[config.mk]
export PLATFORM = sky130hd
export DESIGN_NAME = cia64_queue
export DESIGN_NICKNAME = d
export VERILOG_FILES = /design/src/rtl/core/cia64_pkg.sv /design/src/rtl/core/cia64_queue.sv
export SDC_FILE = /design/constraint.sdc
export NUM_CORES = 1
export LEC_CHECK = 0
export BUFFER_PORTS_ARGS = -buffer_cell sky130_fd_sc_hd__buf_2
export CAP_MARGIN = 40
export CORE_MARGIN = 1
export CORE_UTILIZATION = 40
export CTS_BUF_LIST = sky130_fd_sc_hd__clkbuf_16
export CTS_CLUSTER_DIAMETER = 120
export DETAILED_ROUTE_END_ITERATION = 7
export PLACE_DENSITY = 0.63
export SLEW_MARGIN = 40
export SYNTH_ARGS = -nofsm -noshare
export SYNTH_HDL_FRONTEND = slang
export SYNTH_SLANG_ARGS = --single-unit
[constraint.sdc]
create_clock -name clk_i -period 2.05 [get_ports clk_i]
set_input_delay 0.205 -clock clk_i [delete_from_list [all_inputs] [get_ports clk_i]]
set_output_delay 0.205 -clock clk_i [all_outputs]
set_load 0.02 [all_outputs]
[src/rtl/core/cia64_pkg.sv]
package cia64_pkg;

  // defaults handed to the top level
  localparam int DATA_WIDTH_DEF  = 64;
  localparam int QUEUE_DEPTH_DEF = 4;

  // operation codes
  typedef enum logic [4:0] {
    OP_ADD  = 5'd0,
    OP_SUB  = 5'd1,
    OP_MUL  = 5'd2,
    OP_AND  = 5'd3,
    OP_OR   = 5'd4,
    OP_XOR  = 5'd5,
    OP_SDIV = 5'd6,
    OP_UDIV = 5'd7,
    OP_SREM = 5'd8,
    OP_UREM = 5'd9,
    OP_SHL  = 5'd10,
    OP_SHR  = 5'd11,
    OP_SAR  = 5'd12,
    OP_EQ   = 5'd13,
    OP_NE   = 5'd14,
    OP_LT   = 5'd15,
    OP_LE   = 5'd16,
    OP_GT   = 5'd17,
    OP_GE   = 5'd18,
    OP_ULT  = 5'd19,
    OP_ULE  = 5'd20,
    OP_UGT  = 5'd21,
    OP_UGE  = 5'd22
  } op_e;

  // where the back end takes the result from
  typedef enum logic [1:0] {
    KIND_SIMPLE = 2'd0,
    KIND_MUL    = 2'd1,
    KIND_QUO    = 2'd2,
    KIND_REM    = 2'd3
  } kind_e;

  // classification made by the front end
  typedef struct packed {
    op_e   op;
    kind_e kind;
    logic  ok;
    logic  neg;
  } ctrl_t;

  typedef struct packed {
    logic [4:0]         op;
    logic signed [63:0] operand_a;
    logic signed [63:0] operand_b;
  } in_word_t;

  typedef struct packed {
    logic signed [63:0] value;
    logic               valid_res;
  } out_word_t;

endpackage

[src/rtl/core/cia64_queue.sv]
module cia64_queue #(
  parameter int DW    = 8,
  parameter int DEPTH = cia64_pkg::QUEUE_DEPTH_DEF
) (
  input  logic          clk_i,
  input  logic          rst_ni,
  input  logic          push_i,
  input  logic [DW-1:0] push_data_i,
  output logic          full_o,
  input  logic          pop_i,
  output logic          empty_o,
  output logic [DW-1:0] pop_data_o
);

  localparam int PW = (DEPTH > 1) ? $clog2(DEPTH) : 1;
  localparam int CW = $clog2(DEPTH + 1);
  localparam logic [CW-1:0] DEPTH_V = CW'(DEPTH);
  localparam logic [PW-1:0] LAST_P  = PW'(DEPTH - 1);

  logic [DW-1:0] mem [DEPTH];
  logic [PW-1:0] wptr_q, wptr_d, rptr_q, rptr_d;
  logic [CW-1:0] cnt_q, cnt_d;

  assign full_o     = (cnt_q == DEPTH_V);
  assign empty_o    = (cnt_q == '0);
  assign pop_data_o = mem[rptr_q];

  // pointer and fill count update
  always_comb begin
    wptr_d = wptr_q;
    rptr_d = rptr_q;
    cnt_d  = cnt_q;
    if (push_i) begin
      wptr_d = (wptr_q == LAST_P) ? '0 : wptr_q + PW'(1);
    end
    if (pop_i) begin
      rptr_d = (rptr_q == LAST_P) ? '0 : rptr_q + PW'(1);
    end
    if (push_i && !pop_i) begin
      cnt_d = cnt_q + CW'(1);
    end else if (pop_i && !push_i) begin
      cnt_d = cnt_q - CW'(1);
    end
  end

  always_ff @(posedge clk_i or negedge rst_ni) begin
    if (!rst_ni) begin
      wptr_q <= '0;
      rptr_q <= '0;
      cnt_q  <= '0;
    end else begin
      wptr_q <= wptr_d;
      rptr_q <= rptr_d;
      cnt_q  <= cnt_d;
    end
  end

  always_ff @(posedge clk_i) begin
    if (push_i) begin
      mem[wptr_q] <= push_data_i;
    end
  end

  a_no_overflow: assert property (@(posedge clk_i) disable iff (!rst_ni)
    full_o |-> !push_i) else $error("queue pushed while full");
  a_no_underflow: assert property (@(posedge clk_i) disable iff (!rst_ni)
    empty_o |-> !pop_i) else $error("queue popped while empty");
  a_count_track: assert property (@(posedge clk_i) disable iff (!rst_ni)
    (push_i && !pop_i) |=> (cnt_q == $past(cnt_q) + CW'(1)))
    else $error("queue count lost a push");

endmodule

==> results.json <==
{
  "dieArea_sq_um": 4180,
  "num-nets-final": 125,
  "grt_pass1_wl_mm": 3.691,
  "cp.arrival_ns": 1.56,
  "overflow": 0,
  "dr.pass1.iters": 2,
  "dr_wl_met2_mm": 1.038,
  "r2r_cells": 3,
  "timing.critical_path.buf_inv": 1,
  "die_w_microns": 64.66,
  "layout_commonest_cell": "edfxtp_1",
  "ant_nets": 0,
  "drv_slew": 0,
  "critical_path.max_stage_delay_ns": 0.56,
  "fin_cells": 155,
  "hold_path_end": "mem[2][2]$_DFFE_PP_",
  "grt_pass1_vias": 778,
  "netlist_instances": 79,
  "peakVddDrop_mv": 0.7067,
  "finalHoldViolations": 0,
  "ys_seq_area_share_pct": 72.35,
  "worst_pin_slew_ns": 0.4283,
  "top_layer": "met4",
  "cts_max_path_buffers": 2,
  "r2r_start": "wptr_q[0]$_DFFE_PN0P_",
  "synth_nets": 98,
  "hold_path_class": "in2reg",
  "yosysWarnings": 0,
  "core_sq_um": 3716,
  "critPathKind": "reg2out",
  "nFillCells": 317,
  "h-tree-depth": 2,
  "timing.final.crit_share_pct": 85.87,
  "initial_core_util_pct": 42.26,
  "cts_tree": "built",
  "synth_cell_types": 18,
  "grt_max_degree": 14,
  "ios": 22,
  "powerDensity_nw_per_um2": 1459,
  "num_rows": 22,
  "rrSetupSlack_ns": 0.67,
  "setup_tns_ns": 0,
  "diodes": 0,
  "holdPathStages": 1,
  "layout_common_cells": "edfxtp_1, buf_2, mux4_2",
  "fin_ws_ns": 0.2897,
  "post_synth.cell_area_avg_sq_um": 19.88,
  "place.gp.congestion": 0.6602,
  "critPathSlowestCell": "dfrtp_2",
  "place_area_sq_um": 1719,
  "rsz0062_at_grt": "no",
  "maxSlewHeadroom_pct": 71.45,
  "placedCellCount": 146,
  "critical_path.cell_chain": "mux4_2, buf_2",
  "drc": 0,
  "io_buffers": 21,
  "cts.reportedPaths.clkPinSlew_ns": 0.05,
  "drt-met1-wl_microns": 892,
  "syn_area_sq_um": 1570,
  "endpoint_kind": "output pin",
  "reg2reg_to": "mem[0][0]$_DFFE_PP_",
  "design_area_sq_um": 1899,
  "routed_wl_mm": 2.087,
  "dpl.hpwl_mm": 1.488,
  "worst_path_dominant_cell_family": "flip-flops",
  "hp-start": "push_data_i[2]",
  "cap_violations": 0,
  "area_growth_pct": 20.96,
  "drt_iter0_drc": 14,
  "finalCriticalPeriod_ns": 1.760,
  "fmax_mhz": 568.1,
  "start_kind": "flip-flop",
  "drive_gt1_share_pct": 38.32,
  "cp_max_fo": 11,
  "finClkSkew_ns": 0.002842,
  "root_buffer": "clkbuf_16",
  "status": "finished clean",
  "vias": 734,
  "clk_latency_ns": 0.28,
  "p_leak_nw": 0.7193,
  "drt-wirelength-per-cell_microns": 13.46,
  "routed_via_density": 4.735,
  "grt_use_total_pct": 12.71,
  "register_area_sq_um": 1137,
  "postCtsSetupRepairBufs": 0,
  "antenna_found_initial": 0,
  "cts_buffers": 5,
  "met3_length_microns": 114,
  "multi_input_area_sq_um": 399.1,
  "finalSetupViolCount": 0,
  "cp.required_ns": 1.85,
  "ys_ff_latch": 39,
  "place_ws_ns": 0.3409,
  "die_h_microns": 64.66,
  "cts_num_sinks": 39
}
==> synth_stat cells (all sizes together) <==
master | n | area [sq um]
and2 | 4 | 25.02
buf | 2 | 16.26
dfrtp | 7 | 175.2
edfxtp | 32 | 960.9
fa | 1 | 20.02
ha | 6 | 75.07
inv | 5 | 18.77
mux2 | 3 | 33.78
mux4 | 8 | 180.2
nand2 | 1 | 3.750
nand3 | 1 | 5.000
nor2 | 2 | 7.510
nor3 | 1 | 5.000
nor3b | 1 | 7.510
o21ai | 2 | 10.01
xnor2 | 1 | 8.760
xor2 | 2 | 17.52
==> metrics by stage <==
stage	power (W)	utilization, %	hold slack (ns)
floorplan	0.001758	-	-0.09059
global placement	0.001932	46.26	0.04466
detailed placement	0.001954	46.26	0.04836
finish	0.002770	51.11	0.1365
global route	0.002945	51.11	0.1345
CTS	0.002819	51.08	0.1295
==> routing by layer <==
metal,global-route usage [%],vias to the layer above
met5,0,-
met4,6.667,0
met3,5.282,3
met2,20.00,17
met1,14.79,361
li1,-,353
==> sequential cells by signal (all words and copies together), names as in the netlist <==
| signal | flops |
|---|---|
| cnt_q | 3 |
| mem | 32 |
| wptr_q | 2 |
| rptr_q | 2 |
==> layout make-up <==
cell class	instances	area share, %
sequential	39	59.88
multi-input combinational	33	21.01
clock buffer	5	6.588
timing repair buffer	22	6.061
tap	48	3.162
clock inverter	3	2.306
inverter	5	0.9881
==> worst max path at each step <==
stage / startpoint / to / slack (ns) / cells past startpoint
2_1_floorplan: cnt_q[0]$_DFFE_PN0P_ / cnt_q[2]$_DFFE_PN0P_ / 0.75 / 4
3_5_place_dp: rptr_q[0]$_DFFE_PN0P_ / pop_data_o[7] / 0.34 / 2
3_3_place_gp: rptr_q[0]$_DFFE_PN0P_ / pop_data_o[3] / 0.37 / 2
4_1_cts: rptr_q[0]$_DFFE_PN0P_ / pop_data_o[7] / 0.04 / 2
5_1_grt: rptr_q[0]$_DFFE_PN0P_ / pop_data_o[1] / 0.20 / 2
6_report: rptr_q[0]$_DFFE_PN0P_ / pop_data_o[7] / 0.29 / 2
==> timing repair <==
action                                 CTS  global route
endpoints found under the hold margin    7             0
hold buffers                             1             0
resized for setup                        0             1
setup endpoints to repair                0             8
==> report_power, final <==
group          total (W)  switching, W  internal (W)
Clock           0.000854      0.000282      0.000572
Combinational   0.000709      0.000358      0.000352
Sequential       0.00121      0.000160       0.00105
==> kinds of logic (layout without fill, tap and decap cells) <==
kind of cell,after synthesis,count (layout),synth area share (%)
adders and majority gates,7,7,6.056
muxes,11,11,13.63
xor gates and xnor gates,3,3,1.674
buffers and inverters,7,35,2.231
AOI/OAI and AO/OA,2,2,0.6375
and+or+nand+nor,10,10,3.426
DFF,39,39,72.35
Note: power is estimated with default switching activity, not from simulation.
