<file path="config.mk">
export PLATFORM = sky130hd
export DESIGN_NAME = cia64_front
export DESIGN_NICKNAME = d
export VERILOG_FILES = /design/src/rtl/core/cia64_pkg.sv /design/src/rtl/core/cia64_front.sv
export SDC_FILE = /design/constraint.sdc
export NUM_CORES = 1
export LEC_CHECK = 0
export BUFFER_PORTS_ARGS = -buffer_cell sky130_fd_sc_hd__buf_2
export CORE_ASPECT_RATIO = 0.9
export CORE_MARGIN = 2
export CORE_UTILIZATION = 50
export DETAILED_ROUTE_END_ITERATION = 10
export PLACE_DENSITY = 0.82
export SLEW_MARGIN = 20
export SYNTH_ARGS = -nofsm -noshare
export SYNTH_HDL_FRONTEND = slang
export SYNTH_SLANG_ARGS = --single-unit
</file>
<file path="constraint.sdc">
create_clock -name clk_i -period 31.1 [get_ports clk_i]
set_input_delay 1.555 -clock clk_i [delete_from_list [all_inputs] [get_ports clk_i]]
set_output_delay 1.555 -clock clk_i [all_outputs]
set_load 0.02 [all_outputs]
</file>
<file path="src/rtl/core/cia64_pkg.sv">
package cia64_pkg;

  // defaults handed to the top level
  localparam int DATA_WIDTH_DEF  = 64;
  localparam int QUEUE_DEPTH_DEF = 4;

  // operation codes
  typedef enum logic [4:0] {
    OP_ADD  = 5'd0,
    OP_SUB  = 5'd1,
    OP_MUL  = 5'd2,
    OP_AND  = 5'd3,
    OP_OR   = 5'd4,
    OP_XOR  = 5'd5,
    OP_SDIV = 5'd6,
    OP_UDIV = 5'd7,
    OP_SREM = 5'd8,
    OP_UREM = 5'd9,
    OP_SHL  = 5'd10,
    OP_SHR  = 5'd11,
    OP_SAR  = 5'd12,
    OP_EQ   = 5'd13,
    OP_NE   = 5'd14,
    OP_LT   = 5'd15,
    OP_LE   = 5'd16,
    OP_GT   = 5'd17,
    OP_GE   = 5'd18,
    OP_ULT  = 5'd19,
    OP_ULE  = 5'd20,
    OP_UGT  = 5'd21,
    OP_UGE  = 5'd22
  } op_e;

  // where the back end takes the result from
  typedef enum logic [1:0] {
    KIND_SIMPLE = 2'd0,
    KIND_MUL    = 2'd1,
    KIND_QUO    = 2'd2,
    KIND_REM    = 2'd3
  } kind_e;

  // classification made by the front end
  typedef struct packed {
    op_e   op;
    kind_e kind;
    logic  ok;
    logic  neg;
  } ctrl_t;

  typedef struct packed {
    logic [4:0]         op;
    logic signed [63:0] operand_a;
    logic signed [63:0] operand_b;
  } in_word_t;

  typedef struct packed {
    logic signed [63:0] value;
    logic               valid_res;
  } out_word_t;

endpackage

</file>
<file path="src/rtl/core/cia64_front.sv">
module cia64_front #(
  parameter int W = cia64_pkg::DATA_WIDTH_DEF
) (
  input  logic                clk_i,
  input  logic                rst_ni,
  input  logic                in_valid_i,
  output logic                in_stall_o,
  input  cia64_pkg::in_word_t in_word_i,
  input  logic                q_full_i,
  output logic                push_o,
  output cia64_pkg::ctrl_t    ctrl_o,
  output logic [W-1:0]        a_o,
  output logic [W-1:0]        b_o,
  output logic [W-1:0]        num_o,
  output logic [W-1:0]        den_o
);

  localparam logic [W-1:0] W_VAL = W'(W);
  localparam logic [W-1:0] MIN_V = {1'b1, {(W-1){1'b0}}};

  logic             fv_q, fv_d;
  logic             accept, move;
  cia64_pkg::ctrl_t ctrl_d, ctrl_q;
  logic [W-1:0]     a, b, num_d, den_d;
  logic [W-1:0]     a_q, b_q, num_q, den_q;
  logic             neg_a, neg_b, div_ok, sdiv_ok, shift_ok;

  assign move       = fv_q && !q_full_i;
  assign in_stall_o = fv_q && q_full_i;
  assign accept     = in_valid_i && !in_stall_o;
  assign fv_d       = accept || (fv_q && !move);

  // classify the incoming word
  always_comb begin
    a        = in_word_i.operand_a[W-1:0];
    b        = in_word_i.operand_b[W-1:0];
    neg_a    = a[W-1];
    neg_b    = b[W-1];
    div_ok   = (b != '0);
    sdiv_ok  = div_ok && !((a == MIN_V) && (b == '1));
    shift_ok = !neg_b && (b < W_VAL);
    ctrl_d.op   = cia64_pkg::op_e'(in_word_i.op);
    ctrl_d.kind = cia64_pkg::KIND_SIMPLE;
    ctrl_d.ok   = 1'b1;
    ctrl_d.neg  = 1'b0;
    num_d       = a;
    den_d       = b;
    unique case (in_word_i.op)
      cia64_pkg::OP_ADD, cia64_pkg::OP_SUB, cia64_pkg::OP_AND, cia64_pkg::OP_OR,
      cia64_pkg::OP_XOR, cia64_pkg::OP_EQ, cia64_pkg::OP_NE, cia64_pkg::OP_LT,
      cia64_pkg::OP_LE, cia64_pkg::OP_GT, cia64_pkg::OP_GE, cia64_pkg::OP_ULT,
      cia64_pkg::OP_ULE, cia64_pkg::OP_UGT, cia64_pkg::OP_UGE: begin
        ctrl_d.kind = cia64_pkg::KIND_SIMPLE;
      end
      cia64_pkg::OP_MUL: begin
        ctrl_d.kind = cia64_pkg::KIND_MUL;
      end
      cia64_pkg::OP_SDIV: begin
        ctrl_d.kind = cia64_pkg::KIND_QUO;
        ctrl_d.ok   = sdiv_ok;
        ctrl_d.neg  = neg_a ^ neg_b;
        num_d       = neg_a ? (W'(0) - a) : a;
        den_d       = neg_b ? (W'(0) - b) : b;
      end
      cia64_pkg::OP_SREM: begin
        ctrl_d.kind = cia64_pkg::KIND_REM;
        ctrl_d.ok   = sdiv_ok;
        ctrl_d.neg  = neg_a;
        num_d       = neg_a ? (W'(0) - a) : a;
        den_d       = neg_b ? (W'(0) - b) : b;
      end
      cia64_pkg::OP_UDIV: begin
        ctrl_d.kind = cia64_pkg::KIND_QUO;
        ctrl_d.ok   = div_ok;
      end
      cia64_pkg::OP_UREM: begin
        ctrl_d.kind = cia64_pkg::KIND_REM;
        ctrl_d.ok   = div_ok;
      end
      cia64_pkg::OP_SHL, cia64_pkg::OP_SHR, cia64_pkg::OP_SAR: begin
        ctrl_d.ok = shift_ok;
      end
      default: begin
        ctrl_d.ok = 1'b0;
      end
    endcase
  end

  always_ff @(posedge clk_i or negedge rst_ni) begin
    if (!rst_ni) begin
      fv_q <= 1'b0;
    end else begin
      fv_q <= fv_d;
    end
  end

  always_ff @(posedge clk_i) begin
    if (accept) begin
      ctrl_q <= ctrl_d;
      a_q    <= a;
      b_q    <= b;
      num_q  <= num_d;
      den_q  <= den_d;
    end
  end

  assign push_o = move;
  assign ctrl_o = ctrl_q;
  assign a_o    = a_q;
  assign b_o    = b_q;
  assign num_o  = num_q;
  assign den_o  = den_q;

endmodule

</file>
==> results.ini, run 1 <==
[yosys]
async_reset_ff_share_pct=0.379
synth-seq-cells=264
synth.distinct_cells=50
synth-seq-area-share_pct=70.4
syn_nets=913
yosys_warnings=0
syn_inst=773
yosysTopAreaCell=edfxtp_1
avgSynthCellArea_um2=14.6
syn_area_mm2=0.0113
synth_area_leaders=edfxtp_1 (70%), xor2_1 (5.9%), xnor2_1 (3.7%), nor2_1 (2.1%), a31oi_1 (1.7%)
synth_edf_count=263
synth_top_cell_area_share_pct=70.2
ys_dominant_reg_cell=edfxtp_1

[global_routing]
grt_use_met3_pct=3.98
antenna_found_initial=5
grt_pass1_vias=7923
track_usage_pct=25.9
busiest_layer=met2
grt_pass1_wl_um=47100
grt_overflow=0
grt_use_met2_pct=43.3
grtUsageMet1_pct=35.1
grt_max_degree=87

[critical_path]
cp-end-kind=flop
startpoint_type=input port
worstPathArrival_ns=4.05
r2r_start=fv_q$_DFF_PN0_
r2r_end=b_o[62]$_DFFE_PP_
reg2reg_depth=4
worstPathMaxFanout=14
cp-endpoint=num_o[57]$_DFFE_PP_
cp_slowest_stage_delay_ns=0.86
path_cells=buf_2 -> or4_4 -> or3_1 -> nor4_4 -> a41oi_1 -> xor2_1
cp_data_required_time_ns=31.35
r2r_setup_slack_ns=28.43
path_class=input port to flop
crit_path_top_delay_cell=nor4_4
worstSetupStartpoint=in_word_i[92]

[sta]
slew_headroom_pct=26.7
slew_violations=0
clock.fmax_ghz=0.263
fin_tns_setup_ns=0
finClkSkew_ns=0.00642
worst_hold_slack_ns=0.718
rsz0062_at_grt=no
finalCriticalPeriod_ns=3.80
worst_pin_slew_ns=1.10
post-route-worst-setup-slack_ns=27.30
fin_crit_sh_pct=12.2
hold_viol_final=0
setup_violations=0

[cts]
clk_pin_slew_ns=0.06
clock_tree.root_cell=clkbuf_16
cts_tree=done
cts_buffers=27
worstSkewPairLatency_ns=0.52
ctsHoldBuffers=0
htreeDepth=1
clockBufferDepth=3
ctsResizeCount=0
postCtsSetupRepairBufs=0
cts_sinks=264

[route]
routed_wirelength_um=31900
ant_nets=0
post_drt_wl_per_cell_um=21.2
first_pass_iters=5
drt-initial-drc-count=889
vias=8531
drcViolationCount=0
vias_per_cell=5.67

[hold_path]
min_path_type=flop to flop

[cells_and_area]
final_common_cell=buf_2
final_cell_count_no_fill=1505
drive_gt1_share_pct=39.0
final_cell_mix=buf_2 (403), edfxtp_1 (263), xor2_1 (76), nor2_1 (63), xnor2_1 (47)
fillerInstances=1606
syn_to_final_growth_pct=28.6
nets=1325
fin_area_mm2=0.0145

[placed_design]
post-dp-hpwl_um=23200
port-buffer-count=403
place_area_mm2=0.0136
dp_cells=1452
place_congestion=0.842
dpl_worst_slack_ns=26.68

[floorplan]
dieArea_mm2=0.0237
rows=52
initial_core_util_pct=50.4
die_x_um=162
ioPinCount=404
fp.coreArea_mm2=0.0223
die_h_um=146

[job]
max_cap_viol_count=0

[pwr]
p_per_area_mw_per_mm2=57.8
ir_drop_uv=42.8
p_leak_uw=0.00578

[status]
outcome=finished, final reports clean

per-stage QoR:
step / utilization, % / power, µW
floorplan: - / 487
global placement: 60.9 / 524
detailed placement: 60.9 / 527
CTS: 64.7 / 841
global route: 64.8 / 861
finish: 64.8 / 836
cells in the mapped netlist (6+ instances only):
| cell type | instances |
|---|---|
| edfxtp_1 | 263 |
| nand2_1 | 19 |
| nand4_1 | 21 |
| or4_1 | 16 |
| o21ai_1 | 8 |
| a41oi_1 | 14 |
| a21oi_1 | 37 |
| a31oi_1 | 30 |
| inv_1 | 21 |
| o31ai_1 | 12 |
| clkbuf_1 | 21 |
| nor3_1 | 28 |
| xor2_1 | 76 |
| nor4_1 | 16 |
| nor2_1 | 63 |
| xnor2_1 | 47 |
| nand3_1 | 6 |
| or3_1 | 9 |
per-layer routing:
layer / vias up / wire, µm
li1: 3807 / -
met1: 4165 / 12500
met2: 483 / 15700
met3: 72 / 2460
met4: 4 / 1090
met5: - / 34
critical path: cells and delay by family:
| family | cells | cell delay (ns) |
|---|---|---|
| xor gates and xnor gates | 1 | 0.21 |
| AOI/OAI and AO/OA | 1 | 0.26 |
| and+or+nand+nor | 3 | 1.89 |
| buffers and inverters | 1 | 0.13 |
cell type report:
class	count	area, µm²	area share (%)
Sequential cell	264	7920	54.7
Clock inverter	15	154	1.06
Clock buffer	34	702	4.85
Multi-Input combinational cell	459	3140	21.7
Tap cell	297	372	2.57
Antenna cell	3	7.51	0.0519
Inverter	21	78.8	0.545
Timing Repair Buffer	412	2090	14.4
where the power goes:
| part | internal (µW) | switching, µW |
|---|---|---|
| Sequential | 417 | 5.04 |
| Combinational | 28.8 | 68.3 |
| Clock | 185 | 132 |
flip-flops by register name, indices dropped and copies added (netlist names):
name,flops
num_o,63
fv_q,1
a_o,64
den_o,63
ctrl_o,9
b_o,64
kinds of logic (layout without fill, tap and decap cells):
kind of cell	Yosys count	count (layout)	synth area share, %
compound gates	114	114	6.71
other cells	0	3	0
fa+ha+maj	3	3	0.334
simple gates	217	217	10.9
xor+xnor	123	123	9.57
mux	2	2	0.178
flops	264	264	70.4
buf+inv	50	482	1.86
worst min-delay path by stage:
stage               cells past startpoint  slack, ns      startpoint             end
finish                                  2       0.72  fv_q$_DFF_PN0_  fv_q$_DFF_PN0_
global route                            2       0.76  fv_q$_DFF_PN0_  fv_q$_DFF_PN0_
CTS                                     2       0.73  fv_q$_DFF_PN0_  fv_q$_DFF_PN0_
detailed placement                      2       0.71  fv_q$_DFF_PN0_  fv_q$_DFF_PN0_
global placement                        2       0.66  fv_q$_DFF_PN0_  fv_q$_DFF_PN0_
floorplan                               2       0.74  fv_q$_DFF_PN0_  fv_q$_DFF_PN0_
Note: power is estimated with default switching activity, not from simulation.
==> inputs of run 2 (changes only) <==
Settings changed: ABC_AREA from default to 1, PLACE_DENSITY 0.82 to 0.8.
Clock period 31.1 ns to 3.7 ns, I/O delays scaled along.
==> run 2 against run 1 <==
Net effect:
- cell count rose by 48%
- sequential share of layout area is 9.7 points lower
- non-clock buffer count up 129
- power grew to 9.1 times the previous value
==> results.ini, run 2 <==
[sta]
clock.fmax_ghz=0.356
slew_violations=0
setup_violations=0
fin_crit_sh_pct=76.0
post-route-worst-setup-slack_ns=0.889
worst_pin_slew_ns=0.967
hold_viol_final=0
slew_headroom_pct=35.5
worst_hold_slack_ns=0.0576
finClkSkew_ns=0.0192
fin_tns_setup_ns=0
finalCriticalPeriod_ns=2.81
rsz0062_at_grt=no

[yosys]
ys_dominant_reg_cell=edfxtp_1
yosys_warnings=0
synth-seq-area-share_pct=61.4
synth_top_cell_area_share_pct=61.2
async_reset_ff_share_pct=0.379
syn_inst=1310
avgSynthCellArea_um2=9.86
synth_area_leaders=edfxtp_1 (61%), nand2_1 (8.2%), inv_1 (6.0%), nor2_1 (5.8%), xor2_1 (4.1%)
syn_area_mm2=0.0129
synth_edf_count=263
synth.most_common_cell=nand2_1
synth.distinct_cells=40
synth-seq-cells=264
synth_commonest_cells=nand2_1 (283), edfxtp_1 (263), inv_1 (207), nor2_1 (201), nand3_1 (86)
syn_nets=1450
yosysTopAreaCell=edfxtp_1

[placed_design]
post-dp-hpwl_um=29700
place_congestion=0.961
port-buffer-count=403
dpl_worst_slack_ns=0.898

[job]
max_cap_viol_count=0

[pwr]
p_per_area_mw_per_mm2=430
ir_drop_uv=436
p_leak_uw=0.00774

[critical_path]
cp-end-kind=flop
worstSetupStartpoint=in_word_i[131]
cp_slowest_stage_delay_ns=0.72
r2r_start=fv_q$_DFF_PN0_
worstPathArrival_ns=3.11
cp_data_required_time_ns=4.00
path_cells=dlygate4sd3_1 -> buf_2 -> inv_1 -> nor2_2 -> nand3_2 -> nand2_4 -> nand2_2 -> clkinv_2 -> o21ai_1 -> nand2_1 -> xnor2_1 -> inv_1
startpoint_type=input port
crit_path_top_delay_cell=clkinv_2
r2r_end=num_o[41]$_DFFE_PP_
reg2reg_depth=4
r2r_setup_slack_ns=1.79
worstPathMaxFanout=50
cp_common_cell=inv_1
path_class=input port to flop

[global_routing]
grt_max_degree=155
antenna_found_initial=0
grt_pass1_wl_um=65000
track_usage_pct=30.9
grt_overflow=0
grt_pass1_vias=11700

[cts]
clock_tree.root_cell=clkbuf_16
ctsResizeCount=0
clockBufferDepth=3
cts_buffers=28
cts_sinks=264
postCtsSetupRepairBufs=0
htreeDepth=1
ctsHoldBuffers=136
cts_tree=done
clk_pin_slew_ns=0.06
worstSkewPairLatency_ns=0.55

[cells_and_area]
final_common_cell=buf_2
diodes=0
syn_to_final_growth_pct=36.2
fillerInstances=1779
final_cell_mix=buf_2 (403), nand2_1 (283), edfxtp_1 (263), inv_1 (206), nor2_1 (200)
drive_gt1_share_pct=25.9
nets=2005
final_util_pct=69.6

[hold_path]
hp-start=in_word_i[63]
hold_end=b_o[63]$_DFFE_PP_
min_path_cells=1
min_path_type=input port to flop

[route]
ant_nets=0
post_drt_wl_per_cell_um=19.3
routed_wirelength_um=43000
drt-initial-drc-count=1197
drcViolationCount=0
vias_per_cell=5.26
vias=11700
first_pass_iters=5

[floorplan]
die_h_um=156
rows=55
dieArea_mm2=0.0271
die_x_um=173
initial_core_util_pct=51.1
ioPinCount=404
fp.coreArea_mm2=0.0253

[status]
outcome=finished, final reports clean

## run 2: cell count changes after synthesis, sizes merged, moves of 24 or more
cell	change
a21oi	-29
a31oi	-26
inv	+187
nand2	+276
nand3	+83
nor2	+147
o21ai	+24
## run 2: worst max path at each step
stage | slack (ns) | end
after floorplan | -1.14 | a_o[0]$_DFFE_PP_
after global placement | 0.98 | num_o[43]$_DFFE_PP_
after detailed placement | 0.90 | num_o[43]$_DFFE_PP_
after CTS | 0.90 | num_o[43]$_DFFE_PP_
after global routing | 0.65 | num_o[45]$_DFFE_PP_
final | 0.89 | num_o[43]$_DFFE_PP_
## run 2: report_power, final
part | internal [µW] | total [µW] | switching, µW
combinational | 370 | 1090 | 720
sequential | 3510 | 3570 | 55.6
clock | 1750 | 2910 | 1160
total | 5630 | 7570 | 1940
## run 2: metal layers
metal | wire (µm) | global-route usage (%) | share of wire [%] | vias up
met3 | 3910 | 6.07 | 9.1 | 132
met1 | 15600 | 36.1 | 36 | 5442
met4 | 1910 | 13.2 | 4.4 | 0
met2 | 21600 | 55.9 | 50 | 726
li1 | - | - | - | 5411
met5 | 0 | 0 | 0 | -
## run 2: area by class of cell
type / count / area [µm²] / area share, %
Clock buffer: 36 / 772 / 4.39
Clock inverter: 13 / 179 / 1.02
Inverter: 210 / 791 / 4.50
Multi-Input combinational cell: 820 / 4070 / 23.2
Sequential cell: 264 / 7920 / 45.1
Tap cell: 342 / 428 / 2.43
Timing Repair Buffer: 541 / 3420 / 19.4
## run 2: cells by family (layout without fill, tap and decap cells)
logic type      after synthesis  after routing  synth area share [%]
simple gates                671            671                  22.3
flops                       264            264                  61.4
buf+inv                     226            800                  7.14
xor+xnor                     89             89                  6.04
compound gates               57             57                  2.82
fa+ha+maj                     3              3                 0.291
## run 2: critical path: cells and delay by family
kind	cells	cell delay, ns
XOR/XNOR	1	0.14
buffers and inverters	5	1.59
AND/OR/NAND/NOR	5	0.77
AO/OA/AOI/OAI	1	0.40
## run 2: metrics by stage
stage	area [µm²]	instances	power, µW
2_1_floorplan	12900	1310	4170
3_3_place_gp	15300	2041	4560
3_5_place_dp	15300	2041	4580
4_1_cts	17600	2226	7560
5_1_grt	17600	2226	7790
6_report	17600	2226	7570
